===== config.mk =====
export PLATFORM = sky130hd
export DESIGN_NAME = morse_led_symbol_encoder
export DESIGN_NICKNAME = d
export VERILOG_FILES = /design/src/hdl/mlse_pkg.sv /design/src/hdl/mlse_front.sv /design/src/hdl/mlse_queue.sv /design/src/hdl/mlse_back.sv /design/src/hdl/morse_led_symbol_encoder.sv
export SDC_FILE = /design/constraint.sdc
export NUM_CORES = 1
export LEC_CHECK = 0
export BUFFER_PORTS_ARGS = -buffer_cell sky130_fd_sc_hd__buf_2
export CAP_MARGIN = 0
export CORE_MARGIN = 3
export CORE_UTILIZATION = 50
export CTS_BUF_LIST = sky130_fd_sc_hd__clkbuf_8
export DETAILED_ROUTE_END_ITERATION = 8
export PLACE_DENSITY = 0.65
export SLEW_MARGIN = 20
export SYNTH_ARGS = -nofsm -noshare
export SYNTH_HDL_FRONTEND = slang
export SYNTH_HIERARCHICAL = 1
export SYNTH_SLANG_ARGS = --single-unit

===== constraint.sdc =====
create_clock -name clk -period 5.1 [get_ports clk]
set_clock_uncertainty 0.2 [all_clocks]
set_input_delay 0.51 -clock clk [delete_from_list [all_inputs] [get_ports clk]]
set_output_delay 0.51 -clock clk [all_outputs]
set_load 0.02 [all_outputs]

===== src/hdl/mlse_pkg.sv =====
// ----------------------------------------------------------------------------
// Morse LED symbol encoder package
// Symbol kinds, the character descriptor, the Morse table and LED masks.
// ----------------------------------------------------------------------------
package mlse_pkg;

	localparam int QUEUE_DEPTH = 2;

	typedef enum logic [2:0] {
		KIND_PREAMBLE = 3'd0,
		KIND_START    = 3'd1,
		KIND_SHORT    = 3'd2,
		KIND_LONG     = 3'd3,
		KIND_STOP     = 3'd4
	} symbol_kind_t;

	typedef struct packed {
		logic       first;
		logic       last;
		logic [2:0] len;
		logic [3:0] pat;
	} desc_t;

	localparam logic [7:0] CHAR_A = 8'h61;
	localparam logic [7:0] CHAR_Z = 8'h7A;

	// {count, pattern}; first symbol in pattern bit 0, set bit means long
	function automatic logic [6:0] morse_code(input logic [4:0] letter);
		logic [6:0] code;
		case (letter)
			5'd0:    code = 7'h22;
			5'd1:    code = 7'h41;
			5'd2:    code = 7'h45;
			5'd3:    code = 7'h31;
			5'd4:    code = 7'h10;
			5'd5:    code = 7'h44;
			5'd6:    code = 7'h33;
			5'd7:    code = 7'h40;
			5'd8:    code = 7'h20;
			5'd9:    code = 7'h4E;
			5'd10:   code = 7'h35;
			5'd11:   code = 7'h42;
			5'd12:   code = 7'h23;
			5'd13:   code = 7'h21;
			5'd14:   code = 7'h37;
			5'd15:   code = 7'h46;
			5'd16:   code = 7'h4B;
			5'd17:   code = 7'h32;
			5'd18:   code = 7'h30;
			5'd19:   code = 7'h11;
			5'd20:   code = 7'h34;
			5'd21:   code = 7'h48;
			5'd22:   code = 7'h36;
			5'd23:   code = 7'h49;
			5'd24:   code = 7'h4D;
			5'd25:   code = 7'h43;
			default: code = 7'h00;
		endcase
		return code;
	endfunction

	function automatic logic [2:0] kind_mask(input symbol_kind_t kind);
		logic [2:0] mask;
		case (kind)
			KIND_PREAMBLE: mask = 3'd7;
			KIND_START:    mask = 3'd1;
			KIND_SHORT:    mask = 3'd2;
			KIND_LONG:     mask = 3'd4;
			KIND_STOP:     mask = 3'd6;
			default:       mask = 3'd0;
		endcase
		return mask;
	endfunction

endpackage


===== src/hdl/mlse_front.sv =====
// ----------------------------------------------------------------------------
// Morse LED symbol encoder front end
// Accepts characters and registers a descriptor of the run they cause.
// ----------------------------------------------------------------------------
module mlse_front (
	input  logic                clk,
	input  logic                arst_n,
	input  logic                in_valid,
	output logic                in_ready,
	input  logic [7:0]          char_code,
	input  logic                first_in_message,
	input  logic                last_in_message,
	output logic                push,
	input  logic                push_ready,
	output mlse_pkg::desc_t     desc
);
	import mlse_pkg::*;

	logic       v_s1;
	desc_t      d_s1;
	desc_t      d_new;
	logic       is_letter;
	logic [7:0] offset;
	logic [6:0] code;

	assign is_letter = (char_code >= CHAR_A) && (char_code <= CHAR_Z);
	assign offset    = char_code - CHAR_A;
	assign code      = morse_code(offset[4:0]);

	always_comb begin
		d_new.first = first_in_message;
		d_new.last  = last_in_message;
		d_new.len   = is_letter ? code[6:4] : 3'd0;
		d_new.pat   = code[3:0];
	end

	assign in_ready = !v_s1 || push_ready;
	assign push     = v_s1;
	assign desc     = d_s1;

	always_ff @(posedge clk or negedge arst_n) begin
		if (!arst_n) begin
			v_s1 <= 1'b0;
		end else if (in_valid && in_ready) begin
			v_s1 <= 1'b1;
		end else if (push_ready) begin
			v_s1 <= 1'b0;
		end
	end

	always_ff @(posedge clk) begin
		if (in_valid && in_ready) begin
			d_s1 <= d_new;
		end
	end

endmodule


===== src/hdl/mlse_queue.sv =====
// ----------------------------------------------------------------------------
// Morse LED symbol encoder descriptor queue
// Short first-in first-out queue between front end and sequencer.
// ----------------------------------------------------------------------------
module mlse_queue #(
	parameter int DEPTH = mlse_pkg::QUEUE_DEPTH
) (
	input  logic            clk,
	input  logic            arst_n,
	input  logic            wr_valid,
	output logic            wr_ready,
	input  mlse_pkg::desc_t wr_data,
	output logic            rd_valid,
	input  logic            rd_ready,
	output mlse_pkg::desc_t rd_data
);
	import mlse_pkg::*;

	localparam int PW = (DEPTH > 1) ? $clog2(DEPTH) : 1;
	localparam int CW = $clog2(DEPTH + 1);

	desc_t         mem_q [DEPTH];
	logic [PW-1:0] wr_ptr_q;
	logic [PW-1:0] rd_ptr_q;
	logic [CW-1:0] count_q;
	logic          do_wr;
	logic          do_rd;

	assign wr_ready = count_q != CW'(DEPTH);
	assign rd_valid = count_q != '0;
	assign rd_data  = mem_q[rd_ptr_q];
	assign do_wr    = wr_valid && wr_ready;
	assign do_rd    = rd_valid && rd_ready;

	always_ff @(posedge clk or negedge arst_n) begin
		if (!arst_n) begin
			wr_ptr_q <= '0;
			rd_ptr_q <= '0;
			count_q  <= '0;
		end else begin
			if (do_wr) begin
				wr_ptr_q <= (wr_ptr_q == PW'(DEPTH - 1)) ? '0 : wr_ptr_q + 1'b1;
			end
			if (do_rd) begin
				rd_ptr_q <= (rd_ptr_q == PW'(DEPTH - 1)) ? '0 : rd_ptr_q + 1'b1;
			end
			if (do_wr && !do_rd) begin
				count_q <= count_q + 1'b1;
			end else if (do_rd && !do_wr) begin
				count_q <= count_q - 1'b1;
			end
		end
	end

	always_ff @(posedge clk) begin
		if (do_wr) begin
			mem_q[wr_ptr_q] <= wr_data;
		end
	end

endmodule


===== src/hdl/mlse_back.sv =====
// ----------------------------------------------------------------------------
// Morse LED symbol encoder sequencer
// Walks one descriptor into its symbols, one per cycle unless the output stalls, into an output register.
// ----------------------------------------------------------------------------
module mlse_back (
	input  logic            clk,
	input  logic            arst_n,
	input  logic            q_valid,
	output logic            q_ready,
	input  mlse_pkg::desc_t q_data,
	output logic            out_valid,
	input  logic            out_ready,
	output logic [2:0]      symbol_kind,
	output logic [2:0]      led_mask,
	output logic            last_of_run
);
	import mlse_pkg::*;

	logic         busy_q;
	desc_t        cur_q;
	logic [2:0]   idx_q;
	logic         m_valid_q;
	symbol_kind_t kind_q;
	logic [2:0]   mask_q;
	logic         last_q;

	logic         slot_free;
	logic         adv;
	logic         last_sym;
	logic [2:0]   pos;
	logic [2:0]   pos_m1;
	logic [3:0]   total;
	symbol_kind_t kind_c;

	assign slot_free = !m_valid_q || out_ready;
	assign adv       = busy_q && slot_free;
	assign pos       = idx_q - {2'b00, cur_q.first};
	assign pos_m1    = pos - 3'd1;
	assign total     = {3'b000, cur_q.first} + {1'b0, cur_q.len} + 4'd2
		+ {3'b000, cur_q.last};
	assign last_sym  = ({1'b0, idx_q} + 4'd1) == total;
	assign q_ready   = !busy_q || (adv && last_sym);

	always_comb begin
		if (cur_q.first && idx_q == 3'd0) begin
			kind_c = KIND_PREAMBLE;
		end else if (pos == 3'd0) begin
			kind_c = KIND_START;
		end else if (pos <= cur_q.len) begin
			kind_c = cur_q.pat[pos_m1[1:0]] ? KIND_LONG : KIND_SHORT;
		end else if (pos == cur_q.len + 3'd1) begin
			kind_c = KIND_STOP;
		end else begin
			kind_c = KIND_PREAMBLE;
		end
	end

	always_ff @(posedge clk or negedge arst_n) begin
		if (!arst_n) begin
			busy_q    <= 1'b0;
			idx_q     <= '0;
			m_valid_q <= 1'b0;
		end else begin
			if (q_valid && q_ready) begin
				busy_q <= 1'b1;
				idx_q  <= '0;
			end else if (adv) begin
				if (last_sym) begin
					busy_q <= 1'b0;
				end else begin
					idx_q <= idx_q + 3'd1;
				end
			end
			if (adv) begin
				m_valid_q <= 1'b1;
			end else if (out_ready) begin
				m_valid_q <= 1'b0;
			end
		end
	end

	always_ff @(posedge clk) begin
		if (q_valid && q_ready) begin
			cur_q <= q_data;
		end
		if (adv) begin
			kind_q <= kind_c;
			mask_q <= kind_mask(kind_c);
			last_q <= last_sym;
		end
	end

	assign out_valid   = m_valid_q;
	assign symbol_kind = kind_q;
	assign led_mask    = mask_q;
	assign last_of_run = last_q;

endmodule


===== src/hdl/morse_led_symbol_encoder.sv =====
// Path: front-end register, descriptor queue, then the sequencer's output register.
// Throughput: one symbol per cycle unless m_axis_tready stalls; a character gives
// two to eight symbols (preamble, start, up to four Morse symbols, stop, preamble).
// The front end keeps accepting into a two-entry descriptor queue while symbols drain.
// Reset: arst_n clears all valid flags and pointers at once; no clearing pass.
// ----------------------------------------------------------------------------
// Morse LED symbol encoder
// Turns each character into a framed run of three-LED link symbols.
// ----------------------------------------------------------------------------
module morse_led_symbol_encoder #(
	parameter int QUEUE_DEPTH = mlse_pkg::QUEUE_DEPTH
) (
	input  logic       clk,
	input  logic       arst_n,
	input  logic       s_axis_tvalid,
	output logic       s_axis_tready,
	input  logic [7:0] s_axis_tdata,   // [7:0] char_code
	input  logic       s_axis_tuser,   // [0] first_in_message
	input  logic       s_axis_tlast,
	output logic       m_axis_tvalid,
	input  logic       m_axis_tready,
	output logic [7:0] m_axis_tdata,   // [2:0] symbol_kind, [5:3] led_mask, [7:6] zero
	output logic       m_axis_tlast
);
	import mlse_pkg::*;

	logic       push;
	logic       push_ready;
	desc_t      f_desc;
	logic       q_valid;
	logic       q_ready;
	desc_t      q_data;
	logic [2:0] kind;
	logic [2:0] mask;

	mlse_front u_front (
		.clk              (clk),
		.arst_n           (arst_n),
		.in_valid         (s_axis_tvalid),
		.in_ready         (s_axis_tready),
		.char_code        (s_axis_tdata),
		.first_in_message (s_axis_tuser),
		.last_in_message  (s_axis_tlast),
		.push             (push),
		.push_ready       (push_ready),
		.desc             (f_desc)
	);

	mlse_queue #(
		.DEPTH (QUEUE_DEPTH)
	) u_queue (
		.clk      (clk),
		.arst_n   (arst_n),
		.wr_valid (push),
		.wr_ready (push_ready),
		.wr_data  (f_desc),
		.rd_valid (q_valid),
		.rd_ready (q_ready),
		.rd_data  (q_data)
	);

	mlse_back u_back (
		.clk         (clk),
		.arst_n      (arst_n),
		.q_valid     (q_valid),
		.q_ready     (q_ready),
		.q_data      (q_data),
		.out_valid   (m_axis_tvalid),
		.out_ready   (m_axis_tready),
		.symbol_kind (kind),
		.led_mask    (mask),
		.last_of_run (m_axis_tlast)
	);

	assign m_axis_tdata = {2'b00, mask, kind};

`ifndef SYNTHESIS
	a_last_kind: assert property (@(posedge clk) disable iff (!arst_n)
		m_axis_tvalid && m_axis_tlast |->
			(kind == KIND_STOP || kind == KIND_PREAMBLE))
		else $error("run ends on a symbol other than stop or preamble");

	a_start_not_last: assert property (@(posedge clk) disable iff (!arst_n)
		m_axis_tvalid && kind == KIND_START |-> !m_axis_tlast)
		else $error("start symbol marked as end of run");

	a_mask_match: assert property (@(posedge clk) disable iff (!arst_n)
		m_axis_tvalid |-> mask == kind_mask(symbol_kind_t'(kind)))
		else $error("LED mask does not match symbol kind");
`endif

endmodule


==> flow_summary.toml, run 1 <==
[setup_path]
path_cells = "buf_2 > clkinv_1 > ha_1 > nand2b_1 > nor2_1 > xnor2_1 > a221oi_2 > nor4_1"
cp.required_ps = 4990
crit_family = "simple AND/OR/NAND/NOR gates"
max_stage_delay_ps = 550
worst_ep_arrival_time_ps = 2990
cp_num_buf_inv = 2
start_kind = "input pin"
r2r_slack_ps = 2160
r2r_cells = 8
regToRegEndpoint = "u_back/cur_q[1]"
r2r_start = "u_back/cur_q[4]"
cp.depth = 8
cp_max_fo = 18
crit_type = "in2reg"
slowest_stage = "xnor2_1"
crit_path_end_kind = "flip-flop"

[route]
vias = 2115
viasPerCell = 5.70
drt_pass1_iterations = 5
drc = 0
drt_wl_total_um = 5570
ant_nets = 0
drt-initial-drc-count = 124
wire_per_inst_um = 15.0

[global_route]
first_global_vias = 1976
grt_overflow = 0
grt_max_degree = 24
grt_pass1_wl_um = 9430
gr-usage-all-layers_pct = 16.2
antenna_found_initial = 0

[sta]
layout_min_cycle_time_ps = 3110
max_slew_margin_pct = 47.6
fin_crit_sh_pct = 61.0
hold_viol_final = 0
rsz0062_at_grt = "false"
max_slew.worst_pin.slew_ps = 784
fmax_mhz = 322
layout_setup_ws_ps = 1990
setup_violations = 0
slew_violations = 0
setup-tns-final_ps = 0

[floorplanning]
die_w_um = 85.8
die_h_um = 85.8
rows = 28
initial_core_util_pct = 52.8
io_pins = 25
die-area_mm2 = 0.00735
core_area_mm2 = 0.00603

[power]
power_leakage_nw = 1.33
p_int_mw = 1.12
seq_power_share_pct = 43.1
ir_drop_mv = 0.298
p_sw_share_pct = 36.0
p_sw_mw = 0.627
powerDensity_mw_per_mm2 = 514
comb_power_share_pct = 43.8
p_clk_share_pct = 13.1

[final_layout]
final_nets = 328
drive_gt1_share_pct = 16.9
fin_util_pct = 56.3
mostFrequentLayoutCell = "edfxtp_1"
antenna_cells = 0
fillers = 515
area_growth_pct = 6.73
layout_common_cells = "43 x edfxtp_1, 22 x buf_2, 19 x nor2_1, 18 x ha_1, 17 x inv_1"

[yosys]
ys_warn_count = 6
synth_seq_area_share_pct = 48.5
syn_area_mm2 = 0.00318
synth_edf_count = 43
synth-simple-area-share_pct = 13.3
async_reset_ff_share_pct = 18.9
yosys.area.top_type_share_pct = 40.6
synth_xor_area_share_pct = 6.65
synth-compound-area-share_pct = 13.2
synthTopCellsByArea = "edfxtp_1 41%, dfrtp_1 7.9%, ha_1 7.1%"
synth_flop_cell = "edfxtp_1"
syn_inst = 279
synth_top_family_by_area = "simple AND/OR/NAND/NOR gates"
yosys.area_share.adder_pct = 7.71
ys_seq_elements = 53
syn_area_per_cell_um2 = 11.4
synth_cell_types = 63
synthMuxAreaShare_pct = 5.63
yosys.area.top_type = "edfxtp_1"

[clock_tree]
cts_buffers = 5
cts_root_buf = "clkbuf_8"
clockBufferDepth = 2
post-cts-setup-buffers = 0
cts_tree = "done"
clkTransAtPathRegs_ps = 90
cts_repair_resize_count = 0
clock_latency_ps = 300
htreeDepth = 2
clock-sinks = 53

[run]
drv_cap = 0

[hold_path]
worstHoldStart = "s_axis_tlast"
hold-path-endpoint = "u_front/desc[7]"
holdPathStages = 1
hold_path_class = "in2reg"

[placement]
port_buffers = 22
routabilityCongestion = 0.951
place_ws_ps = 1770
dpl.hpwl_um = 4070

[status]
status = "finished clean"
area by class of cell:
class,instances,area [µm²],area share (%)
Inverter,18,67.6,1.99
Clock buffer,5,68.8,2.03
Sequential cell,53,1540,45.4
Multi-Input combinational cell,194,1490,43.8
Timing Repair Buffer,23,120,3.54
Clock inverter,3,17.5,0.516
Tap cell,75,93.8,2.76
metal layers:
layer | track usage (%) | vias up | wire, µm
met1 | 20.1 | 968 | 2310
met4 | 7.77 | 0 | 201
met3 | 3.17 | 22 | 251
met2 | 27.1 | 78 | 2800
li1 | - | 1047 | -
met5 | 0 | - | 0
cell families (layout without fill, tap and decap cells):
family / Yosys count / count (layout)
and+or+nand+nor: 77 / 77
AOI/OAI and AO/OA: 62 / 62
DFF: 53 / 53
buffers and inverters: 33 / 49
adders and majority gates: 19 / 19
xor gates and xnor gates: 19 / 19
muxes: 15 / 15
other: 1 / 2
cells in the mapped netlist (3+ instances only):
library cell / n
a211oi_1: 4
a21oi_1: 14
buf_2: 3
buf_4: 4
clkbuf_1: 6
dfrtp_1: 10
edfxtp_1: 43
ha_1: 18
inv_1: 16
mux2_2: 9
mux2i_1: 4
nand2_1: 12
nand2b_1: 7
nand3_1: 5
nand4b_1: 3
nor2_1: 19
nor2b_1: 7
nor3_1: 9
o21a_1: 3
o21ai_0: 13
o22ai_1: 4
or3_1: 3
xnor2_1: 11
xor2_1: 5
power groups by stage:
stage / Clock (mW) / Combinational, mW / Sequential (mW)
CTS: 0.238 / 0.768 / 0.755
global placement: 0 / 0.757 / 0.759
finish: 0.228 / 0.763 / 0.752
floorplan: 0 / 0.616 / 0.760
detailed placement: 0 / 0.761 / 0.765
global route: 0.258 / 0.864 / 0.770
flip-flops by register name (all words and copies together), names as in the netlist:
name,flops
u_front/push,1
u_queue/count_q,2
u_back/idx_q,3
u_queue/wr_ptr_q,1
u_front/desc,9
u_queue/mem_q,18
u_back/led_mask,3
u_queue/rd_ptr_q,1
u_back/out_valid,1
u_back/busy_q,1
u_back/symbol_kind,3
u_back/cur_q,9
u_back/last_of_run,1
repair_timing:
item | 4_1_cts | 5_1_grt
hold buffers | 1 | 0
endpoints found under the setup margin | 0 | 0
endpoints found under the hold margin | 10 | 0
worst max path at each step:
stage	startpoint	to	slack [ps]
floorplan	u_back/cur_q[4]	u_queue/count_q[1]	2410
global placement	s_axis_tdata[0]	u_front/desc[6]	1880
detailed placement	s_axis_tdata[0]	u_front/desc[6]	1770
CTS	s_axis_tdata[0]	u_front/desc[6]	2080
global route	s_axis_tdata[0]	u_front/desc[6]	1740
finish	s_axis_tdata[0]	u_front/desc[6]	1990
per-stage QoR:
| stage | instances | cell area [µm²] | total power [mW] | hold WS, ps |
|---|---|---|---|---|
| CTS | 371 | 3390 | 1.76 | 169 |
| global route | 371 | 3390 | 1.89 | 163 |
| global placement | 362 | 3300 | 1.52 | 183 |
| finish | 371 | 3390 | 1.74 | 177 |
| floorplan | 280 | 3180 | 1.38 | 14.4 |
| detailed placement | 362 | 3300 | 1.53 | 184 |
Power figures use the tool's default switching activity.
==> run 2: changes to the inputs <==
ABC_AREA = 1   (was not set)
PLACE_DENSITY = 0.68   (was 0.65)
clock period = 2.6 ns   (was 5.1 ns; I/O delays follow)
==> flow_summary.toml, run 2 <==
[status]
status = "finished clean"

[clock_tree]
cts_tree = "done"
clkTransAtPathRegs_ps = 90
htreeDepth = 2
clockBufferDepth = 2
cts_root_buf = "clkbuf_8"
clock-sinks = 53
clock_latency_ps = 300
cts_buffers = 5

[yosys]
yosys.area.top_type = "edfxtp_1"
ys_seq_elements = 53
synth_flop_cell = "edfxtp_1"
syn_inst = 345
yosys.area.top_type_share_pct = 41.2
ys_warn_count = 6
synth_seq_area_share_pct = 49.2
syn_area_mm2 = 0.00314
syn_area_per_cell_um2 = 9.09
yosysMostFrequentCell = "nand2_1"
async_reset_ff_share_pct = 18.9
synth_edf_count = 43
synthTopCellsByCount = "121 x nand2_1, 43 x edfxtp_1, 35 x inv_1"
synthTopCellsByArea = "edfxtp_1 41%, nand2_1 14%, dfrtp_1 8.0%"
synth_cell_types = 37

[power]
p_sw_share_pct = 37.9
power_leakage_nw = 1.70
p_int_mw = 2.21
comb_power_share_pct = 44.5
ir_drop_mv = 0.516
p_sw_mw = 1.35
powerDensity_mw_per_mm2 = 1000
seq_power_share_pct = 39.6
p_clk_share_pct = 15.9

[placement]
port_buffers = 22
dpl.hpwl_um = 3890
routabilityCongestion = 0.858
dpl-instance-area_mm2 = 0.00335
place_ws_ps = -21.5

[setup_path]
path_cells = "ha_1 > ha_1 > xor2_4 > ha_1 > nand3b_1 > a21boi_2 > nand2_1 > nor3_2 > nor2_1"
cp.required_ps = 2450
r2r_cells = 9
worst_ep_arrival_time_ps = 2320
crit_type = "reg2reg"
r2r_start = "u_back/cur_q[8]"
slowest_stage = "edfxtp_1"
start_kind = "flip-flop"
regToRegEndpoint = "u_back/led_mask[0]"
crit_top_cell = "ha_1"
cp_max_fo = 4
r2r_slack_ps = 130
max_stage_delay_ps = 430
crit_path_end_kind = "flip-flop"

[hold_path]
hold-path-endpoint = "u_back/out_valid"
holdPathStages = 4
worstHoldStart = "m_axis_tready"
hold_path_class = "in2reg"

[sta]
layout_setup_ws_ps = 134
holdWs_ps = 74.4
max_slew_margin_pct = 52.6
fmax_mhz = 406
max_slew.worst_pin.slew_ps = 708
layout_min_cycle_time_ps = 2470
setup_violations = 0
hold_viol_final = 0
fin_crit_sh_pct = 94.8
slew_violations = 0

[final_layout]
largest_reg_flops = 18
final_nets = 417
antenna_cells = 0
fillers = 521
layout_common_cells = "121 x nand2_1, 43 x edfxtp_1, 35 x inv_1, 26 x nand3_1, 22 x buf_2"
final_area_mm2 = 0.00355
top_register = "u_queue/mem_q"
area_growth_pct = 13.4
mostFrequentLayoutCell = "nand2_1"
drive_gt1_share_pct = 22.9

[floorplanning]
io_pins = 25
core_area_mm2 = 0.00599
initial_core_util_pct = 52.3
die_w_um = 85.2
rows = 28
die_h_um = 85.2
die-area_mm2 = 0.00726

[route]
dr_wl_met2_um = 2660
wire_per_inst_um = 10.5
drt_wl_total_um = 4840
ant_nets = 0
drt_pass1_iterations = 4
wl_met3_um = 157
drt-initial-drc-count = 93
top_layer = "met4"
drc = 0
vias = 2200
m1WireLength_um = 1920
viasPerCell = 4.78

[global_route]
first_global_vias = 2192
grt_pass1_wl_um = 9040
grt_overflow = 0
antenna_found_initial = 0
grt_max_degree = 17
gr-usage-all-layers_pct = 15.2

[run]
drv_cap = 0
run 2: logic make-up after synthesis:
logic type               after synthesis  share of synthesized area [%]
XOR/XNOR                               6                           2.51
adder cells (fa/ha/maj)               19                           7.82
AO/OA/AOI/OAI                         20                           4.19
flip-flops                            53                           49.2
AND/OR/NAND/NOR                      195                           29.3
buffers and inverters                 51                           6.90
other                                  1                          0.120
run 2: stage by stage:
step                      setup TNS [ps]  instances  utilization (%)  power (mW)
after floorplan                        0        346                -        2.63
after global placement                 0        445             55.9        2.91
after detailed placement           -21.5        445             55.9        2.95
after CTS                              0        459             58.9        3.57
after global routing               -20.6        460             59.3        3.89
final                                  0        460             59.3        3.55
run 2: power groups by stage:
| stage | Sequential, mW | Clock, mW | Combinational, mW |
|---|---|---|---|
| floorplan | 1.45 | 0 | 1.18 |
| global placement | 1.42 | 0 | 1.49 |
| detailed placement | 1.43 | 0 | 1.53 |
| CTS | 1.41 | 0.586 | 1.57 |
| global route | 1.44 | 0.623 | 1.83 |
| finish | 1.41 | 0.565 | 1.58 |
run 2: cell type report:
cell class / count / area (µm²) / share of cell area [%]
flip-flops and latches: 53 / 1540 / 43.4
multi-input cells: 242 / 1400 / 39.5
repair buffers: 35 / 218 / 6.12
inverters: 47 / 179 / 5.03
well taps: 75 / 93.8 / 2.64
clock buffers: 6 / 82.6 / 2.32
clock inverters: 2 / 37.5 / 1.06
run 2: repair_timing:
item / in CTS / in global routing
hold endpoints to repair: 13 / 0
gates resized for setup: 1 / 3
hold buffers: 4 / 0
setup buffers: 2 / 1
pin swaps: 2 / 1
endpoints found under the setup margin: 1 / 3
run 2: worst max-delay path by stage:
stage / start / end / slack (ps) / depth (start not counted)
after CTS: u_back/cur_q[4] / u_queue/count_q[1] / 30 / 13
after detailed placement: u_back/cur_q[4] / u_queue/count_q[1] / -20 / 13
after floorplan: u_back/cur_q[4] / u_queue/count_q[1] / 50 / 13
after global routing: u_back/cur_q[4] / u_queue/count_q[1] / -20 / 16
after global placement: u_back/cur_q[4] / u_queue/count_q[1] / 50 / 13
final: u_back/cur_q[8] / u_back/led_mask[0] / 130 / 9
run 2: layer usage:
layer | vias up | global-route usage, %
met4 | 0 | 6.47
met5 | - | 0
met3 | 8 | 2.82
met2 | 29 | 30.2
li1 | 1175 | -
met1 | 988 | 15.2
run 2: worst max-delay path, delay by kind of cell, from the launching register on:
| family | cells | cell delay [ps] |
|---|---|---|
| flops | 1 | 430 |
| fa+ha+maj | 3 | 800 |
| xor+xnor | 1 | 180 |
| simple gates | 4 | 420 |
| compound gates | 1 | 200 |
==> run 3: changes to the inputs <==
ABC_AREA = not set   (was 1)
==> flow_summary.toml, run 3 (same netlist as run 1, synthesis figures left out) <==
[setup_path]
cp.required_ps = 2630
crit_type = "reg2reg"
cp_max_fo = 3
start_kind = "flip-flop"
crit_path_end_kind = "flip-flop"
worst_ep_arrival_time_ps = 2620

[power]
seq_power_share_pct = 38.9
p_int_mw = 2.43
p_sw_mw = 1.32
powerDensity_mw_per_mm2 = 1020
p_clk_share_pct = 12.0
power_leakage_nw = 1.45
ir_drop_mv = 0.608
comb_power_share_pct = 49.0
p_sw_share_pct = 35.2

[sta]
rsz0062_at_grt = "true"
max_slew.worst_pin.slew_ps = 620
setup_violations = 0
layout_min_cycle_time_ps = 2590
layout_setup_ws_ps = 8.61
max_slew_margin_pct = 58.5
fin_crit_sh_pct = 99.7
hold_viol_final = 0
slew_violations = 0
fmax_mhz = 386

[final_layout]
layout_common_cells = "43 x edfxtp_1, 22 x buf_2, 20 x buf_4, 18 x nor2_1"
fin_util_pct = 61.0
regArea_mm2 = 0.00154
antenna_cells = 0
top_register = "u_queue/mem_q"
final_area_mm2 = 0.00368
area_growth_pct = 15.6
stdcell_count = 396
largest_reg_flops = 18
drive_gt1_share_pct = 25.9
mostFrequentLayoutCell = "edfxtp_1"
fillers = 494
final_nets = 353
multi_input_area_mm2 = 0.00155

[clock_tree]
clkTransAtPathRegs_ps = 90
clock-sinks = 53
clockBufferDepth = 2
cts_root_buf = "clkbuf_8"
clock_latency_ps = 300
cts_buffers = 5
htreeDepth = 2
cts_tree = "done"

[global_route]
antenna_found_initial = 0
gr-usage-all-layers_pct = 16.1
grt_max_degree = 24
grt_pass1_wl_um = 9360
grt_overflow = 0
first_global_vias = 2077

[floorplanning]
die-area_mm2 = 0.00735
die_h_um = 85.8
io_pins = 25
die_w_um = 85.8
initial_core_util_pct = 52.8
core_area_mm2 = 0.00603
rows = 28

[placement]
port_buffers = 22
dp.cells = 380
place_ws_ps = -22.5
dpl-instance-area_mm2 = 0.00346
routabilityCongestion = 0.877
dpl.hpwl_um = 4210

[route]
drt_wl_total_um = 5610
drt-initial-drc-count = 114
drc = 0
wire_per_inst_um = 14.2
drt_pass1_iterations = 4
viasPerCell = 5.56
ant_nets = 0
vias = 2201

[status]
status = "finished clean"

[hold_path]
hold_path_class = "in2async"

[run]
drv_cap = 0
[run 3: cell types whose count changed in the layout (fill, tap and decap cells not counted), moves of 9 or more]
cell / previous run / this run
buf_4: 9 / 20
nand2_1: 121 / 12
nand3_1: 26 / 5
inv_1: 35 / 14
mux2_2: 0 / 9
[run 3: per-layer routing]
layer | up-vias | global-route usage [%] | part of all wire (%)
li1 | 1102 | - | -
met1 | 1035 | 17.1 | 40
met2 | 51 | 30.1 | 53
met3 | 13 | 2.50 | 3.4
met4 | 0 | 9.21 | 3.3
met5 | - | 0 | 0
[run 3: per-stage QoR]
step	power, mW	hold WS (ps)	setup TNS [ps]
2_1_floorplan	2.72	-236	0
5_1_grt	4.04	148	-695
6_report	3.74	138	0
3_3_place_gp	3.11	-62.2	0
4_1_cts	3.64	138	0
3_5_place_dp	3.15	-60.2	-22.5
[run 3: final timing paths]
check | startpoint | end | slack, ps | depth (start not counted)
worst min-delay path | arst_n | u_back/out_valid | 140 | 2
worst max-delay path | u_back/cur_q[4] | u_queue/count_q[1] | 9 | 12
max in group asynchronous | arst_n | u_front/push | 1870 | 2
worst min register to register | u_front/desc[8] | u_queue/mem_q[0][8] | 250 | 0
min in group clk | m_axis_tready | u_back/out_valid | 180 | 3
worst max register to register | u_back/cur_q[4] | u_queue/count_q[1] | 9 | 12
[run 3: critical path: stages (launching register included)]
cell and delay [ps]:
edfxtp_1 380, inv_2 50, fa_2 410, ha_4 170
xor2_1 150, xnor2_1 140, nand4b_1 160, o21ai_2 250
nand2_4 80, ha_4 170, xor2_2 140, nor2_2 90
xor2_1 140
[run 3: repair_timing]
item | CTS | global route
resized for setup | 0 | 11
setup endpoints to repair | 1 | 17
setup buffers | 2 | 2
hold endpoints to repair | 13 | 0
hold buffers | 4 | 0
pin swaps | 4 | 7
[run 3: cell type report]
cell class                 instances  share of cell area (%)
clock buffer                       5                    1.87
clock inverter                     3                   0.579
tap                               75                    2.55
timing repair buffer              48                    9.02
multi-input combinational        194                    42.2
sequential                        53                    41.9
inverter                          18                    1.84
[run 3: power groups by stage]
stage	registers [mW]	clock network [mW]	logic [mW]
6_report	1.46	0.451	1.84
5_1_grt	1.49	0.506	2.04
4_1_cts	1.46	0.474	1.70
3_5_place_dp	1.48	0	1.67
3_3_place_gp	1.47	0	1.64
2_1_floorplan	1.49	0	1.23
